===== src/hw/rtl/msc_pkg.sv =====
// Package with shared types and codes of the MIPS subset step core.
`timescale 1ns / 1ps
package msc_pkg;
    localparam logic [1:0] CMD_LOAD = 2'd0;
    localparam logic [1:0] CMD_EXEC = 2'd1;
    localparam logic [1:0] CMD_RDMEM = 2'd2;
    localparam logic [1:0] CMD_RDREG = 2'd3;

    localparam logic [2:0] ST_OK = 3'd0;
    localparam logic [2:0] ST_BAD_FETCH = 3'd1;
    localparam logic [2:0] ST_BAD_OP = 3'd2;
    localparam logic [2:0] ST_BAD_FN = 3'd3;
    localparam logic [2:0] ST_BAD_ADDR = 3'd4;
    localparam logic [2:0] ST_HALTED = 3'd5;

    localparam logic [5:0] OP_RTYPE = 6'd0;
    localparam logic [5:0] OP_J = 6'd2;
    localparam logic [5:0] OP_BEQ = 6'd4;
    localparam logic [5:0] OP_ADDI = 6'd8;
    localparam logic [5:0] OP_ADDIU = 6'd9;
    localparam logic [5:0] OP_SLTI = 6'd10;
    localparam logic [5:0] OP_SLTIU = 6'd11;
    localparam logic [5:0] OP_LUI = 6'd15;
    localparam logic [5:0] OP_LW = 6'd35;
    localparam logic [5:0] OP_SW = 6'd43;

    localparam logic [5:0] FN_SHL16 = 6'd6;
    localparam logic [5:0] FN_ADD = 6'd32;
    localparam logic [5:0] FN_SUB = 6'd34;
    localparam logic [5:0] FN_AND = 6'd36;
    localparam logic [5:0] FN_OR = 6'd37;
    localparam logic [5:0] FN_NOT = 6'd39;
    localparam logic [5:0] FN_SLT = 6'd42;
    localparam logic [5:0] FN_SLTU = 6'd43;

    localparam logic [31:0] ALIAS_PC = 32'h0000_4000;
    localparam logic [31:0] SP_RESET = 32'h0000_FFFC;
    localparam logic [31:0] GP_RESET = 32'h0000_C000;

    typedef struct packed {
        logic [2:0] status;
        logic halted;
        logic [31:0] pc;
        logic [31:0] read_data;
        logic reg_written;
        logic [4:0] reg_index;
        logic [31:0] reg_value;
        logic mem_written;
        logic [15:0] mem_address;
        logic [31:0] mem_value;
    } msc_result_t;
endpackage


===== src/hw/rtl/msc_alu.sv =====
// Instruction decode and ALU: results, next pc and fault status of one instruction.
`timescale 1ns / 1ps
module msc_alu (
    input  logic [31:0] ins,
    input  logic [31:0] a,
    input  logic [31:0] b,
    input  logic [31:0] pc,
    output logic [2:0] status,
    output logic [31:0] res,
    output logic wr,
    output logic [4:0] dest,
    output logic is_lw,
    output logic is_sw,
    output logic [31:0] addr,
    output logic [31:0] next_pc
);
    import msc_pkg::*;
    logic [5:0] op;
    logic [5:0] fn;
    logic [31:0] imm;
    logic [31:0] pc4;

    always_comb begin
        op = ins[31:26];
        fn = ins[5:0];
        imm = {{16{ins[15]}}, ins[15:0]};
        pc4 = pc + 32'd4;
        status = ST_OK;
        res = '0;
        wr = 1'b0;
        dest = ins[20:16];
        is_lw = 1'b0;
        is_sw = 1'b0;
        addr = a + imm;
        next_pc = pc4;
        case (op)
            OP_RTYPE: begin
                wr = 1'b1;
                dest = ins[15:11];
                case (fn)
                    FN_SHL16: res = {b[15:0], 16'h0000};
                    FN_ADD: res = a + b;
                    FN_SUB: res = a - b;
                    FN_AND: res = a & b;
                    FN_OR: res = a | b;
                    FN_NOT: res = ~a;
                    FN_SLT: res = {31'd0, $signed(a) < $signed(b)};
                    FN_SLTU: res = {31'd0, a < b};
                    default: begin
                        status = ST_BAD_FN;
                        wr = 1'b0;
                    end
                endcase
            end
            OP_J: next_pc = {pc4[31:28], ins[25:0], 2'b00};
            OP_BEQ: if (a == b) next_pc = pc4 + {imm[29:0], 2'b00};
            OP_ADDI, OP_ADDIU: begin
                res = a + imm;
                wr = 1'b1;
            end
            OP_SLTI: begin
                res = {31'd0, $signed(a) < $signed(imm)};
                wr = 1'b1;
            end
            OP_SLTIU: begin
                res = {31'd0, a < imm};
                wr = 1'b1;
            end
            OP_LUI: begin
                res = {ins[15:0], 16'h0000};
                wr = 1'b1;
            end
            OP_LW: is_lw = 1'b1;
            OP_SW: is_sw = 1'b1;
            default: status = ST_BAD_OP;
        endcase
    end
endmodule


===== config.mk =====
export PLATFORM = sky130hd
export DESIGN_NAME = msc_alu
export DESIGN_NICKNAME = d
export VERILOG_FILES = /design/src/hw/rtl/msc_pkg.sv /design/src/hw/rtl/msc_alu.sv
export SDC_FILE = /design/constraint.sdc
export NUM_CORES = 1
export LEC_CHECK = 0
export BUFFER_PORTS_ARGS = -buffer_cell sky130_fd_sc_hd__clkbuf_2
export CAP_MARGIN = 20
export CELL_PAD_IN_SITES_DETAIL_PLACEMENT = 0
export CELL_PAD_IN_SITES_GLOBAL_PLACEMENT = 1
export CORE_MARGIN = 1
export CORE_UTILIZATION = 40
export DETAILED_ROUTE_END_ITERATION = 6
export PLACE_DENSITY_LB_ADDON = 0.1
export SLEW_MARGIN = 20
export SYNTH_ARGS = -nofsm -noshare
export SYNTH_HDL_FRONTEND = slang
export SYNTH_SLANG_ARGS = --single-unit

===== constraint.sdc =====
create_clock -name vclk -period 7.1
set_input_delay 1.775 -clock vclk [all_inputs]
set_output_delay 1.775 -clock vclk [all_outputs]
set_load 0.02 [all_outputs]

; ---- Word-level counts from Yosys, hierarchy flattened
; Cells that the tools add are included.
[op_classes]
magnitude_cmp = 4
reduce_logical = 5
bitwise_logic = 3
n_eq_ne = 18
addsub = 5
n_mux = 11
[op_table]
columns = op, n
row1 = one-hot mux 32 bit (8 select lines), 1
row2 = one-hot mux 32 bit (5 select lines), 1
row3 = adder 32 bit, 3
row4 = < comparator 32 bit, 3
row5 = one-hot mux 32 bit (2 select lines), 1
row6 = "== test 6 bit, second input constant", 9
row7 = "adder 32 x 3 -> 32 bit, second input constant", 1
row8 = AND 32 bit, 1
row9 = == test 32 bit, 1
row10 = < comparator 32 x 16 -> 1 bit, 1
row11 = 2-to-1 mux 32 bit, 1
row12 = inverter 32 bit, 1
row13 = bitwise OR 32 bit, 1
row14 = subtractor 32 bit, 1
row15 = "== test 6 x 4 -> 1 bit, second input constant", 5
row16 = "== test 6 x 3 -> 1 bit, second input constant", 2
row17 = OR reduction 9 bit, 1
row18 = OR reduction 8 bit, 1
row19 = "== test 6 x 2 -> 1 bit, second input constant", 1
row20 = logical NOT 6 bit, 1
row21 = 2-to-1 mux 5 bit, 1
row22 = OR reduction 5 bit, 1
row23 = one-hot mux 2 bit (2 select lines), 1
row24 = 2-to-1 mux 1 bit, 3
row25 = 3 further kinds, 3
[totals]
register_bits = 0
input_bits = 128
out_inout_bits = 107

; ---- Longest topological paths before layout
; Gate-level depths: netlist of run 1.
[logic_depth]
ltp_word = 4
ltp_mapped = 17
mapped_depth_nobuf = 17

; ---- Least setup slack after synthesis of run 1
; OpenSTA, ideal clock, no wires.
[synth_path]
path_kind = input to output
from = input pc[4]
to = output next_pc[24]
t_required_ps = 5325
arrival_time_ps = 5104
path_slack_ps = 221
cell_stages = 17
path_cell_list = and3_1 and3_1 nand3_1 xor2_1 inv_1 ha_1 a21o_1 a21oi_1 o21ai_0 a221oi_2 a21oi_1 a221oi_1 o21bai_1 a21oi_1 nor2_1 mux2_2 o21ai_0
[synth_between]
elab_chain_len = 4
[synth_rtl]
columns = item, line
row1 = from (decl), msc_alu.sv:7  ; input logic [31:0] pc,
row2 = adder 32 x 3 -> 32 bit *, msc_alu.sv:27  ; pc4 = pc + 32'd4;
row3 = adder 32 bit, msc_alu.sv:56  ; OP_BEQ: if (a == b) next_pc = pc4 + {imm[29:0], 2'b00};
row4 = 2-to-1 mux 32 bit, msc_alu.sv:56
row5 = one-hot mux 32 bit (2 select lines) *, msc_alu.sv:36  ; case (op)
row6 = to (decl), msc_alu.sv:15  ; output logic [31:0] next_pc
; Mark *: on every way between the ends. The rest lies on a longest branch, timed or not.

; ---- Final worst setup path of run 1
[layout_path]
from = input pc[5]
to = output next_pc[28]
; Same word-level chain as after synthesis.

==> flow_summary.yaml, run 1 <==
synthesis:
  synthesis.nets: 1834
  syn-cell-area_sq_um: 10000
  yosysMostFrequentCell: "ha_1"
  synth_common_cells: "199 x ha_1, 160 x a21oi_1, 153 x inv_1"
  syn_avg_cell_area_sq_um: 6.66
  ys_warn_count: 0
  synth_seq_area_share: 0
  synth_top_cell_by_area: "ha_1"
  synthCells: 1503
  synth.distinct_cells: 71
  netlist.area_leader.share: 0.249
  ys_top_cells_by_area: "ha_1 25%, a21oi_1 8.0%, xnor2_1 6.5%"
worst_setup_path:
  arrival_ns: 5.23
  cp-start-kind: "input pin"
  crit_type: "in -> out"
  required_ns: 5.33
  cp_max_fo: 3
  cp-end-kind: "primary output"
route:
  avgRoutedWirePerCell_um: 20.6
  vias_per_cell: 5.85
  vias: 12500
  drt_pass1_iterations: 6
  drtIter0Drc: 1037
  routed_wirelength_um: 43900
  ant_nets: 0
  drc: 0
global_routing:
  grt_max_degree: 50
  grt_pass1_wl_um: 65800
  first_global_vias: 11700
  grt.total_usage: 0.326
  antenna_found_initial: 0
  grt_overflow: 0
finish:
  finalNetCount: 2144
  fin_util: 0.519
  seqCellArea_sq_um: 0
  areaGrowthSynthToFinish_pct: 26.8
  final_layout_size_suffix_gt1_frac: 0.242
  nFillCells: 2609
  clock_buffers: 0
  seq_cells: 0
  fin_area_sq_um: 12700
  diodes: 0
sta:
  finalCritPeriodShare: 0.987
  clock.fmax_ghz: 0.143
  slew_headroom: 0.550
  setup_viol: 0
  tightestPinTransition_ns: 0.670
  grt_setup_unrepaired: "true"
  fin_ws_ns: 0.0933
  hold_violations: 0
  drv_slew: 0
  min_period_ns: 7.01
die:
  start_util: 0.409
  num_rows: 57
  die_w_um: 160
  core_area_sq_um: 24500
  io_pins: 235
  die_h_um: 160
  die_area_sq_um: 25700
placement:
  portBuffers: 234
  dpl_cell_area_sq_um: 12400
  gp_congestion: 0.974
  dp_hpwl_um: 36800
  post-place-ws_ns: -0.0894
power_and_ir_drop:
  ir_drop_mv: 0.0597
  leakage_nw: 6.24
  p_per_area_nw_per_um2: 82.8
hold_path:
  hold_path.class: "in -> out"
outcome:
  status: "finished, final reports clean"
job:
  max_cap_viol_count: 0
==> cells in the final DEF, fill, tap and decap left out, types with 8 or more instances in the layout <==
cell type / instances
clkbuf_2: 230
ha_1: 195
a21oi_1: 156
inv_1: 152
buf_4: 141
nor2_1: 128
o21ai_0: 109
nand2_1: 108
xnor2_1: 70
xor2_1: 35
nand3_1: 32
a21o_1: 30
o21bai_1: 29
o221ai_1: 27
nor3_1: 25
a22oi_1: 25
nand4_1: 18
nand2b_1: 18
a221oi_1: 15
nor4_1: 13
or3_1: 13
and3_1: 12
nor2b_1: 12
o31ai_1: 12
o211ai_1: 11
o21a_1: 11
a31oi_1: 10
and2_1: 9
mux2i_1: 8
==> cells by family (layout without fill, tap and decap cells) <==
group	after synthesis	in the layout	synth area share
buffers and inverters	218	526	0.0823
other	1	1	0.000375
AO/OA/AOI/OAI	532	532	0.349
multiplexers	14	14	0.0148
XOR/XNOR	111	111	0.0972
adder cells (fa/ha/maj)	203	203	0.257
AND/OR/NAND/NOR	424	424	0.200
==> final cells by class <==
class	count	area [sq um]	area share
inverters	153	578	0.0456
multi-input cells	1285	9470	0.746
well taps	324	405	0.0320
repair buffers	373	2230	0.176
==> final timing paths <==
path | startpoint | endpoint | depth (start not counted)
hold / removal | pc[0] | next_pc[0] | 3
setup / recovery | pc[5] | next_pc[28] | 19
==> per-stage QoR <==
step | TNS, ns | hold WS (ns) | instances | total power, mW
after global routing | -0.350 | 3.90 | 2135 | 1.13
after floorplan | 0 | 3.63 | 1503 | 0.621
final | 0 | 3.88 | 2135 | 1.05
after CTS | 0 | 3.88 | 2130 | 1.01
after global placement | -0.0543 | 3.88 | 2129 | 1.00
after detailed placement | -0.200 | 3.88 | 2129 | 1.00
==> report_power, final <==
group	leakage (nW)	internal [mW]	switching [mW]
Combinational	6.24	0.407	0.643
Clock	0	0	0
Sequential	0	0	0
==> what timing repair did <==
item,in CTS,in global routing
setup endpoints to repair,6,18
pin swaps,4,22
hold buffers,0,0
gates resized for setup,6,51
gates cloned,0,0
setup buffers,1,5
==> critical path: stages <==
cell and delay (ns):
clkbuf_2 0.09, and3_4 0.19, and3_4 0.18, buf_4 0.14, xor2_1 0.15, ha_1 0.21
or2_2 0.34, nor2_4 0.11, a31oi_4 0.13, a221oi_4 0.32, a21oi_2 0.11, a221oi_2 0.26
buf_4 0.15, o21ai_0 0.07, a21oi_1 0.22, nor2_1 0.10, or3_1 0.34, and3_1 0.18
buf_4 0.15
==> layer usage <==
| layer | global-route usage | part of all wire | vias to the layer above |
|---|---|---|---|
| met1 | 0.448 | 0.45 | 5829 |
| met2 | 0.527 | 0.44 | 530 |
| met3 | 0.0382 | 0.077 | 73 |
| met4 | 0.0978 | 0.034 | 0 |
| li1 | - | - | 6063 |
| met5 | 0 | 0 | - |
No activity file was read; power rests on OpenSTA's default activity.
==> inputs of run 2 (changes only) <==
--- a/config.mk
+++ b/config.mk
@@ -14,2 +14,3 @@
 export DETAILED_ROUTE_END_ITERATION = 6
+export GPL_ROUTABILITY_DRIVEN = 0
 export PLACE_DENSITY_LB_ADDON = 0.1
==> constraint.sdc (replaced) <==
create_clock -name vclk -period 7.1
set_input_delay 1.775 -clock vclk [all_inputs]
set_output_delay 1.775 -clock vclk [all_outputs]
set_load 0.1 [all_outputs]
==> run 2 against run 1 <==
Against the previous run: the run now ends with negative setup slack left; worst hold slack better by 0.097 ns; via count is 1.4% higher; clock-buffer cell count stayed put; fmax is 2.3% lower; combinational power is 58% higher; wire length is 1.9% higher; flip-flop and latch count stayed put; utilization is 9.0 points higher; largest power group unchanged.
==> flow_summary.yaml, run 2 (synthesis results as in run 1) <==
sta:
  clock.fmax_ghz: 0.139
  grt_setup_unrepaired: "true"
  min_period_ns: 7.17
  fin_ws_ns: -0.0711
  drv_slew: 0
  hold_violations: 0
  finalCritPeriodShare: 1.01
  setup_viol: 1
  tightestPinTransition_ns: 0.781
  slew_headroom: 0.477
power_and_ir_drop:
  ir_drop_mv: 0.171
  power_mw: 1.66
  combinationalPowerShare: 1.000
  p_sw_mw: 1.06
  clock_power_share: 0
  cellInternalPower_mw: 0.592
  seq_power_share: 0
  p_per_area_nw_per_um2: 111
  switching_share: 0.642
  leakage_nw: 6.96
die:
  die_area_sq_um: 25700
  core_area_sq_um: 24500
  num_rows: 57
  start_util: 0.409
  die_h_um: 160
  die_w_um: 160
  io_pins: 235
global_routing:
  gr-usage-met1: 0.460
  grt_max_degree: 50
  grt_pass1_wl_um: 67200
  met3_usage: 0.0369
  grt.total_usage: 0.332
  first_global_vias: 11900
  antenna_found_initial: 1
  grt_use_met2: 0.529
  top_usage_layer: "met2"
  grt_overflow: 0
worst_setup_path:
  required_ns: 5.33
  cp_max_fo: 5
  arrival_ns: 5.40
  critPathMaxStageDelay_ns: 0.53
  cp-end-kind: "primary output"
  crit_type: "in -> out"
  worst-path-buf-inv: 4
  cp_top_family: "compound AO/OA/AOI/OAI gates"
  cp-start-kind: "input pin"
  cp_cell_sequence: "clkbuf_2 -> buf_4 -> ha_1 -> a211oi_1 -> o21ai_0 -> a41o_1 -> a21oi_1 -> o21ai_0 -> a21oi_1 -> buf_4 -> o41ai_1 -> a21oi_1 -> a21oi_1 -> o211ai_1 -> buf_12"
  crit_path_top_delay_cell: "a211oi_1"
  crit_path_frequent_cell: "a21oi_1"
finish:
  nFillCells: 2316
  most-common-layout-cells: "186 x ha_1, 166 x buf_4, 151 x a21oi_1, 149 x inv_1, 146 x clkbuf_2"
  diodes: 0
  multiInputGateArea_sq_um: 10100
  finalNetCount: 2176
  seq_cells: 0
  final_common_cell: "ha_1"
  final_layout_size_suffix_gt1_frac: 0.308
  areaGrowthSynthToFinish_pct: 48.7
  seqCellArea_sq_um: 0
  clock_buffers: 0
route:
  avgRoutedWirePerCell_um: 20.6
  drc: 0
  drt_pass1_iterations: 5
  drtIter0Drc: 1207
  vias_per_cell: 5.85
  ant_nets: 0
  vias: 12700
  routed_wirelength_um: 44700
outcome:
  status: "finished, violations left"
  violations: "negative setup slack"
placement:
  post-place-ws_ns: -0.0862
  portBuffers: 234
  dp_hpwl_um: 37200
hold_path:
  hold_path.class: "in -> out"
job:
  max_cap_viol_count: 0
clocking:
  cts_hold_buf: 0
==> run 2: cell count changes in the layout (fill, tap and decap cells not counted), sizes merged <==
cell,change
buf,+116
clkbuf,-84
==> run 2: power by group through the flow <==
stage	Combinational (mW)	Clock [mW]	Sequential (mW)
floorplan	1.04	0	0
global placement	1.59	0	0
global route	1.74	0	0
detailed placement	1.59	0	0
CTS	1.60	0	0
finish	1.66	0	0
==> run 2: final cells by class <==
| cell class | instances | area share |
|---|---|---|
| Inverter | 153 | 0.0388 |
| Timing Repair Buffer | 405 | 0.253 |
| Tap cell | 324 | 0.0272 |
| Multi-Input combinational cell | 1285 | 0.681 |
==> run 2: worst paths after layout <==
path | to | startpoint | cells past startpoint | slack [ns]
setup / recovery | res[31] | a[2] | 15 | -0.07
hold / removal | next_pc[23] | ins[21] | 4 | 3.97
==> run 2: what timing repair did <==
action                     4_1_cts  5_1_grt
setup endpoints to repair        3       28
setup buffers                    0       10
pin swaps                        3       28
gates resized for setup          5       90
==> run 2: routing by layer <==
layer,vias up,wire length (um)
met4,2,1740
met1,5884,19500
li1,6116,-
met3,84,3730
met5,-,12
met2,587,19700
==> run 2: tightest hold or removal path: stages <==
cell and delay [ns]:
clkbuf_2 0.08, a22oi_1 0.08, o21ai_2 0.09, buf_12 0.17
==> run 2: per-stage QoR <==
stage,std cells,hold slack (ns),cell area [sq um],util,setup TNS (ns)
2_1_floorplan,1503,3.89,10500,-,-0.789
3_3_place_gp,2157,3.97,14300,0.585,-0.0166
3_5_place_dp,2157,3.98,14300,0.585,-0.172
4_1_cts,2157,3.98,14300,0.586,0
5_1_grt,2167,3.99,14900,0.608,-0.298
6_report,2167,3.97,14900,0.608,-0.0711
